--- src/rtl/vva_pkg.sv ---
// Shared types, constants and saturation helpers for the three-component vector ALU.
package vva_pkg;

    localparam int W           = 32;
    localparam int F           = 16;
    localparam int NUM_W       = W + F;
    localparam int PROD_W      = 2 * W;
    localparam int SAT_W       = 2 * W + 4;
    localparam int RS_W        = W + 4;
    localparam int LANES       = 3;
    localparam int MULS        = 6;
    localparam int SQRT_STAGES = W;
    localparam int DIV_STAGES  = NUM_W;
    localparam int OPC_W       = 4;
    localparam int S_DATA_W    = 7 * W;
    localparam int M_DATA_W    = 4 * W;

    localparam logic signed [SAT_W-1:0] SAT_MAX = {{(SAT_W-W+1){1'b0}}, {(W-1){1'b1}}};
    localparam logic signed [SAT_W-1:0] SAT_MIN = {{(SAT_W-W+1){1'b1}}, {(W-1){1'b0}}};
    localparam logic [W-1:0] WORD_MAX = {1'b0, {(W-1){1'b1}}};
    localparam logic [W-1:0] WORD_MIN = {1'b1, {(W-1){1'b0}}};
    localparam logic [NUM_W-1:0] QPOS_LIM = {{(NUM_W-W+1){1'b0}}, {(W-1){1'b1}}};
    localparam logic [NUM_W-1:0] QNEG_LIM = {{(NUM_W-W){1'b0}}, 1'b1, {(W-1){1'b0}}};

    typedef logic signed [W-1:0] word_t;

    typedef enum logic [OPC_W-1:0] {
        OP_ADD   = 4'd0,
        OP_SUB   = 4'd1,
        OP_NEG   = 4'd2,
        OP_SCALE = 4'd3,
        OP_DIV   = 4'd4,
        OP_CROSS = 4'd5,
        OP_DOT   = 4'd6,
        OP_LEN   = 4'd7,
        OP_NORM  = 4'd8
    } op_t;

    // Per-item control and partial results that ride along the pipeline
    typedef struct packed {
        op_t                          op;
        logic                         err;
        logic [LANES-1:0]             neg;
        logic [LANES-1:0][NUM_W-1:0]  num;
        logic [W-1:0]                 dsor;
        logic [LANES-1:0][W-1:0]      res;
        logic [W-1:0]                 so;
    } side_t;

    // Clamp a wide signed value to the word range
    function automatic logic [W-1:0] sat_word(input logic signed [SAT_W-1:0] v);
        if (v > SAT_MAX) begin
            return SAT_MAX[W-1:0];
        end else if (v < SAT_MIN) begin
            return SAT_MIN[W-1:0];
        end
        return v[W-1:0];
    endfunction

    // Apply the sign to an unsigned quotient and clamp to the word range
    function automatic logic [W-1:0] quo_word(input logic [NUM_W-1:0] q, input logic neg);
        logic [NUM_W-1:0] negq;
        negq = ~q + 1'b1;
        if (neg) begin
            if (q > QNEG_LIM) begin
                return WORD_MIN;
            end
            return negq[W-1:0];
        end
        if (q > QPOS_LIM) begin
            return WORD_MAX;
        end
        return q[W-1:0];
    endfunction

endpackage

--- src/rtl/vva_sqrt_pipe.sv ---
// Pipelined integer square root, one result bit per stage.
module vva_sqrt_pipe
    import vva_pkg::*;
(
    input  logic              aclk,
    input  logic              en,
    input  logic [2*W-1:0]    rad_in,
    output logic [W-1:0]      root_out
);

    localparam int LAST = SQRT_STAGES - 1;

    logic [RS_W-1:0]  rem_reg  [LAST];
    logic [2*W-1:0]   rad_reg  [LAST];
    logic [W-1:0]     root_reg [SQRT_STAGES];

    genvar k;
    for (k = 0; k < SQRT_STAGES; k++) begin : g_stage
        logic [RS_W-1:0] rem_prev;
        logic [RS_W-1:0] rem_sh;
        logic [RS_W-1:0] trial;
        logic [W-1:0]    root_prev;
        logic [2*W-1:0]  rad_prev;
        logic            fit;

        if (k == 0) begin : g_first
            assign rem_prev  = '0;
            assign root_prev = '0;
            assign rad_prev  = rad_in;
        end else begin : g_next
            assign rem_prev  = rem_reg[k-1];
            assign root_prev = root_reg[k-1];
            assign rad_prev  = rad_reg[k-1];
        end

        // Bring down the next two radicand bits and try the new root bit
        assign rem_sh = {rem_prev[RS_W-3:0], rad_prev[2*W-1 -: 2]};
        assign trial  = {{(RS_W-W-2){1'b0}}, root_prev, 2'b01};
        assign fit    = (rem_sh >= trial);

        always_ff @(posedge aclk) begin
            if (en) begin
                root_reg[k] <= {root_prev[W-2:0], fit};
            end
        end

        if (k < LAST) begin : g_carry
            always_ff @(posedge aclk) begin
                if (en) begin
                    rem_reg[k] <= fit ? (rem_sh - trial) : rem_sh;
                    rad_reg[k] <= {rad_prev[2*W-3:0], 2'b00};
                end
            end
        end
    end

    assign root_out = root_reg[LAST];

endmodule

--- config.mk ---
export PLATFORM = sky130hd
export DESIGN_NAME = vva_sqrt_pipe
export DESIGN_NICKNAME = d
export VERILOG_FILES = /design/src/rtl/vva_pkg.sv /design/src/rtl/vva_sqrt_pipe.sv
export SDC_FILE = /design/constraint.sdc
export NUM_CORES = 2
export LEC_CHECK = 0
export BUFFER_PORTS_ARGS = -buffer_cell sky130_fd_sc_hd__buf_2
export CAP_MARGIN = 10
export CORE_ASPECT_RATIO = 1.75
export CORE_MARGIN = 8
export CORE_UTILIZATION = 30
export CTS_CLUSTER_DIAMETER = 30
export DETAILED_ROUTE_END_ITERATION = 16
export PLACE_DENSITY = 0.44
export SYNTH_ARGS = -nofsm -noshare
export SYNTH_HDL_FRONTEND = slang
export SYNTH_MEMORY_MAX_BITS = 65536
export SYNTH_SLANG_ARGS = --single-unit
--- constraint.sdc ---
create_clock -name aclk -period 3.2 [get_ports aclk]
set_input_delay 0.64 -clock aclk [delete_from_list [all_inputs] [get_ports aclk]]
set_output_delay 0.64 -clock aclk [all_outputs]
set_load 0.01 [all_outputs]
### After elaboration in Yosys (flattened, before gate mapping)

Memory sizes are Yosys's and may differ from the RTL's.
Cells that the tools add are included.

| cells by class | value |
|---|---|
| add/sub/neg operators | 31 |
| multipliers | 0 |
| div/mod/pow operators | 0 |
| order comparisons | 32 |
| equality and inequality tests | 0 |
| shift operators | 0 |
| mux-type cells | 33 |
| bitwise gates (word level) | 0 |
| reduce and logical (&&, ||, !) cells | 0 |

Operators with widths:

| cell | count |
|---|---|
| greater-or-equal comparator 36 x 34 -> 1 bit | 31 |
| 2-to-1 mux 36 bit | 31 |
| subtractor 36 x 34 -> 36 bit | 30 |
| subtractor 2 x 1 -> 3 bit (second input constant) | 1 |
| greater-or-equal comparator 2 x 1 -> 1 bit (second input constant) | 1 |
| 2-to-1 mux 1 bit | 2 |

| word-level totals | value |
|---|---|
| register bits after elaboration | 0 |
| bits in latches | 0 |
| RAM bits | 4062 |
| memory bits (read-only) | 0 |
| input port bits | 66 |
| output and inout port bits | 32 |
| memories | 3 |

Memory list:

| name | words | width | rd ports | clocked after memory_dff | wr ports | line | RTL |
|---|---|---|---|---|---|---|---|
| rad_reg | 31 | 62 | 31 | 0 | 31 | vva_sqrt_pipe.sv:14 | `logic [2*W-1:0] rad_reg [LAST];` |
| rem_reg | 31 | 36 | 31 | 0 | 31 | vva_sqrt_pipe.sv:13 | `logic [RS_W-1:0] rem_reg [LAST];` |
| root_reg | 32 | 32 | 32 | 0 | 32 | vva_sqrt_pipe.sv:15 | `logic [W-1:0] root_reg [SQRT_STAGES];` |

### Longest topological paths before layout

An unclocked memory read counts as a cell.

| logic depth | value |
|---|---|
| depth after elaboration | 3 |
| mapped depth | 15 |

### Worst setup path after synthesis

Ideal clock, no wire load.

| path | value |
|---|---|
| path type | register to register |
| start point | mem rem_reg[7][49] (netlist bit) |
| end point | mem rem_reg[8][26] (netlist bit) (data pin) |
| library setup time | 0.258 ns |
| data arrival time | 3.047 ns |
| required time | 2.942 ns |
| slack | -0.105 ns |
| cell stages (with the launch flop) | 10 |
| period minus slack after synthesis | 3.305 ns |
| path through | edfxtp_1 ha_1 and3_1 nand3_1 or4b_1 or4_1 and3_1 a2111o_1 or4_1 xnor2_1 |

RTL lines:

| what | line |
|---|---|
| start: declaration | vva_sqrt_pipe.sv:13 |

==> summary.md <==
| Metric | Value |
|---|---|
| Critical path arrival | 4.07 ns |
| Crit share post-route | 1.054 |
| Non-filler instance count after layout | 17006 |
| EDFF count, synth | 2523 |
| Maximum count of clock buffers along a single path | 4 |
| Number of library cell types mapped by synthesis | 106 |
| Clock network latency to the later pin of the worst-skew pair | 0.99 ns |
| Synthesized area | 0.1182 mm2 |
| Count of final max-slew check failures | 0 |
| Reg-to-Reg End | rem_reg[10][25] |
| Worst slew slack as a fraction of its limit | 0.2770 |
| Clock transition at the registers of the reported paths | 0.05 ns |
| Slowest cell on the critical path | sky130_fd_sc_hd__o211ai_1 |
| Y dimension of the die | 846.3 um |
| Number of rows created at floorplan | 305 |
| Total power of the final layout | 120.8 mW |
| Max-capacitance violation count | 0 |
| Via count of the first global-routing pass | 87855 |
| Length in cells of the worst reg-to-reg path | 12 |
| Capturing element of the worst setup path | rem_reg[10][25] |
| Number of clock buffers inserted by TritonCTS | 450 |
| Final setup TNS | -1.866 ns |
| Most frequently used flop master after synthesis | sky130_fd_sc_hd__edfxtp_1 |
| Clock tree from TritonCTS | yes |
| Wire length of the first global-routing pass | 506600 um |
| Async set-reset flop share out of synthesis | 0 |
| Startpoint of the lowest-slack register-to-register path | rem_reg[9][37] |
| Post-route minimum period | 3.372 ns |
| Number of antenna violations at the first check in global routing | 8 |
| Share of the synthesized area in the top cell type | 0.6411 |
| Highest clock frequency the design can meet | 0.2966 GHz |
| Remaining global-route overflow | 0 |
| Average wire per standard cell | 20.33 um |
| Register bit count reported by yosys | 2523 |
| Top cell type by total area after synthesis | sky130_fd_sc_hd__edfxtp_1 |
| Worst hold slack across all endpoints | 0.2165 ns |
| Leakage component of the power | 62.57 nW |
| Final Net Count | 11984 |
| Source of the critical timing path | rem_reg[9][37] |
| Series of cell instances along the critical path | ha_4, o211ai_1, a211oi_2, buf_4, nor4_4, o211ai_1, a41oi_2, o311ai_2, buf_4, nor3_4, buf_6, xor2_4 |
| Class of the tightest hold or removal check | in -> reg |
| Synthesized net count | 9824 |
| Final number of hold-violating endpoints | 0 |
| Cell Area, Placed | 0.1371 mm2 |
| Post-layout worst setup margin | -0.1720 ns |
| Horizontal die dimension | 490.5 um |
| Vias after detailed routing | 80305 |
| Layout cells sized above 1 | 0.2881 |
| Endpoint class of the critical path | flop |
| Post-Route WL | 345700 um |
| Finished layout cell area | 0.1598 mm2 |
| Maximum vdd drop | 0.4995 mV |
| Critical path type | reg -> reg |
| All-layer global routing usage | 0.1591 |
| Worst R2R Setup Slack | -0.17 ns |
| Register area share after synthesis | 0.6411 |
| Sink count of the clock tree | 2523 |
| Remaining routing DRC violations | 0 |
| Avg Inst Size Synth | 12.85 um2 |
| Worst slew pin tran | 1.075 ns |
| Worst Skew | 0.1076 ns |
| Number of H-tree levels | 5 |
| Number of port buffers | 97 |
| Number of flip-flops in the largest register | 1003 |
| Initial core utilization | 0.3007 |
| Maximum cell stage delay along the critical path | 0.54 ns |
| Area enclosed by the die boundary | 0.4151 mm2 |
| Top area cells in the synthesized netlist | sky130_fd_sc_hd__edfxtp_1 (64%), sky130_fd_sc_hd__ha_1 (5.9%), sky130_fd_sc_hd__xnor2_1 (3.2%), sky130_fd_sc_hd__xor2_1 (3.2%), sky130_fd_sc_hd__a21oi_1 (2.5%) |
| Mean number of vias per cell | 4.722 |
| Cells after DPL | 15882 |
| Relative area change from synthesis to final layout | 35.18% |
| Number of top-level design ports | 98 |
| DP Wirelength | 261900 um |
| Initial DRC Count | 3111 |
| Clock root buffer master | sky130_fd_sc_hd__clkbuf_16 |
| Share of the core filled with cells in the final layout | 0.4064 |
| Maximum number of pins on one net before global-route repair | 119 |
| Setup slack after placement | -0.9150 ns |
| Maximum net fanout on the critical path | 4 |
| Startpoint class of the critical path | flop |
| Unrepaired setup endpoints after global routing | yes |
| Status | finished with violations |
| Core ar. | 0.3931 mm2 |
| Final count of negative-setup-slack endpoints | 30 |
| Routability cong. | 0.9419 |
| Post-synthesis cell count | 9196 |
| Violations in the final reports | setup timing |
| First-pass detailed-route iteration total | 7 |
| Antenna Violating Nets Remaining | 0 |
| Required arrival time at the worst endpoint | 3.89 ns |
| Power density relative to cell area | 755.9 mW/mm2 |
| Total number of yosys warnings | 0 |
## metal layers
layer	share of wire	GRT usage	wire length [um]	vias up
met5	0	0	0	-
met4	0.099	0.1328	34230	0
met3	0.028	0.02202	9675	1093
met2	0.61	0.3508	210700	1604
met1	0.26	0.1087	91110	38983
li1	-	-	-	38625
## where the power goes
group          internal (mW)  total (mW)  leakage, nW  switching (mW)
Clock                   30.8        48.1         7.45            17.3
Combinational           12.8        27.9         30.8            15.1
Sequential              41.8        44.8         24.3            2.92
## critical path, delay by kind of cell, from the launching register on
family | cells | cell delay (ns)
AO/OA/AOI/OAI | 5 | 1.57
XOR/XNOR | 1 | 0.16
adder cells (fa/ha/maj) | 1 | 0.33
buffers and inverters | 3 | 0.51
flip-flops | 1 | 0.44
AND/OR/NAND/NOR | 2 | 0.11
## how the worst min path moves through the flow
stage               startpoint               to  slack [ns]  cells past startpoint
4_1_cts                     en   rem_reg[3][54]        0.20                      1
3_3_place_gp    rad_reg[1][36]  rad_reg[1][100]        0.40                      0
6_report                    en   rem_reg[3][54]        0.22                      1
2_1_floorplan   rad_reg[0][36]  rad_reg[0][100]        0.40                      0
3_5_place_dp   rad_reg[0][130]  rad_reg[0][194]        0.40                      0
5_1_grt                     en   rem_reg[3][54]        0.16                      1
## placed cells by master, fill, tap and decap left out, types with 96 or more instances in the layout
| master | n |
|---|---|
| sky130_fd_sc_hd__edfxtp_1 | 2523 |
| sky130_fd_sc_hd__nand2_1 | 626 |
| sky130_fd_sc_hd__o21ai_0 | 434 |
| sky130_fd_sc_hd__buf_2 | 96 |
| sky130_fd_sc_hd__a21oi_1 | 526 |
| sky130_fd_sc_hd__nor3_1 | 186 |
| sky130_fd_sc_hd__buf_4 | 1584 |
| sky130_fd_sc_hd__a21o_1 | 228 |
| sky130_fd_sc_hd__inv_1 | 672 |
| sky130_fd_sc_hd__xor2_1 | 418 |
| sky130_fd_sc_hd__clkbuf_16 | 466 |
| sky130_fd_sc_hd__ha_1 | 487 |
| sky130_fd_sc_hd__nor2_1 | 503 |
| sky130_fd_sc_hd__nand4_1 | 108 |
| sky130_fd_sc_hd__nand3_1 | 125 |
| sky130_fd_sc_hd__xnor2_1 | 421 |
## cell usage after synthesis, types with 12 or more instances
master	count
sky130_fd_sc_hd__a211o_1	15
sky130_fd_sc_hd__and2_1	25
sky130_fd_sc_hd__o21bai_1	44
sky130_fd_sc_hd__xnor2_1	434
sky130_fd_sc_hd__nor4_1	115
sky130_fd_sc_hd__o21a_1	92
sky130_fd_sc_hd__and3_1	51
sky130_fd_sc_hd__o211ai_1	38
sky130_fd_sc_hd__nor2b_1	77
sky130_fd_sc_hd__nor2_1	549
sky130_fd_sc_hd__o311ai_0	12
sky130_fd_sc_hd__mux2_2	62
sky130_fd_sc_hd__o31ai_1	42
sky130_fd_sc_hd__a31oi_1	63
sky130_fd_sc_hd__nand2_1	647
sky130_fd_sc_hd__o21ai_0	498
sky130_fd_sc_hd__a41oi_1	15
sky130_fd_sc_hd__a211oi_1	50
sky130_fd_sc_hd__inv_1	701
sky130_fd_sc_hd__nand3b_1	29
sky130_fd_sc_hd__nand4_1	108
sky130_fd_sc_hd__and4_1	15
sky130_fd_sc_hd__buf_1	18
sky130_fd_sc_hd__a2111oi_0	26
sky130_fd_sc_hd__or3_1	80
sky130_fd_sc_hd__or2_2	58
sky130_fd_sc_hd__clkbuf_1	163
sky130_fd_sc_hd__nand3_1	142
sky130_fd_sc_hd__xor2_1	428
sky130_fd_sc_hd__a31o_2	12
sky130_fd_sc_hd__o2111ai_1	12
sky130_fd_sc_hd__o41ai_1	14
sky130_fd_sc_hd__a21oi_1	591
sky130_fd_sc_hd__nor3b_1	17
sky130_fd_sc_hd__nor3_1	238
sky130_fd_sc_hd__a21o_1	231
sky130_fd_sc_hd__nand4b_1	21
sky130_fd_sc_hd__ha_1	562
sky130_fd_sc_hd__or4_1	58
sky130_fd_sc_hd__edfxtp_1	2523
sky130_fd_sc_hd__nand2b_1	99
sky130_fd_sc_hd__a21boi_0	16
sky130_fd_sc_hd__a221oi_1	13
## area by class of cell
cell class | instances | area [um2]
antenna | 43 | 107.6
inverter | 708 | 2708
multi-input combinational | 5771 | 43630
timing repair buffer | 1902 | 15570
sequential | 2523 | 75760
clock inverter | 346 | 3816
fill | 37048 | 233300
tap | 5219 | 6530
clock buffer | 494 | 11640
## kinds of logic (layout without fill, tap and decap cells)
family          Yosys count  count (layout)  share of synthesized area
flops                  2523            2523                     0.6411
simple gates           2389            2389                     0.1008
compound gates         1887            1887                    0.09911
buf+inv                 902            3450                    0.02897
xor+xnor                863             863                    0.06402
fa+ha+maj               562             562                    0.05950
mux                      69              69                   0.006501
other cells               1              44                 0.00003173
## repair_timing
| item | CTS | global route |
|---|---|---|
| setup endpoints to repair | 625 | 508 |
| gates resized for setup | 586 | 429 |
| endpoints found under the hold margin | 65 | 0 |
| hold buffers | 65 | 0 |
| pin swaps | 158 | 194 |
| cloned | 5 | 6 |
| buffers inserted | 117 | 87 |
Power figures use the tool's default switching activity.
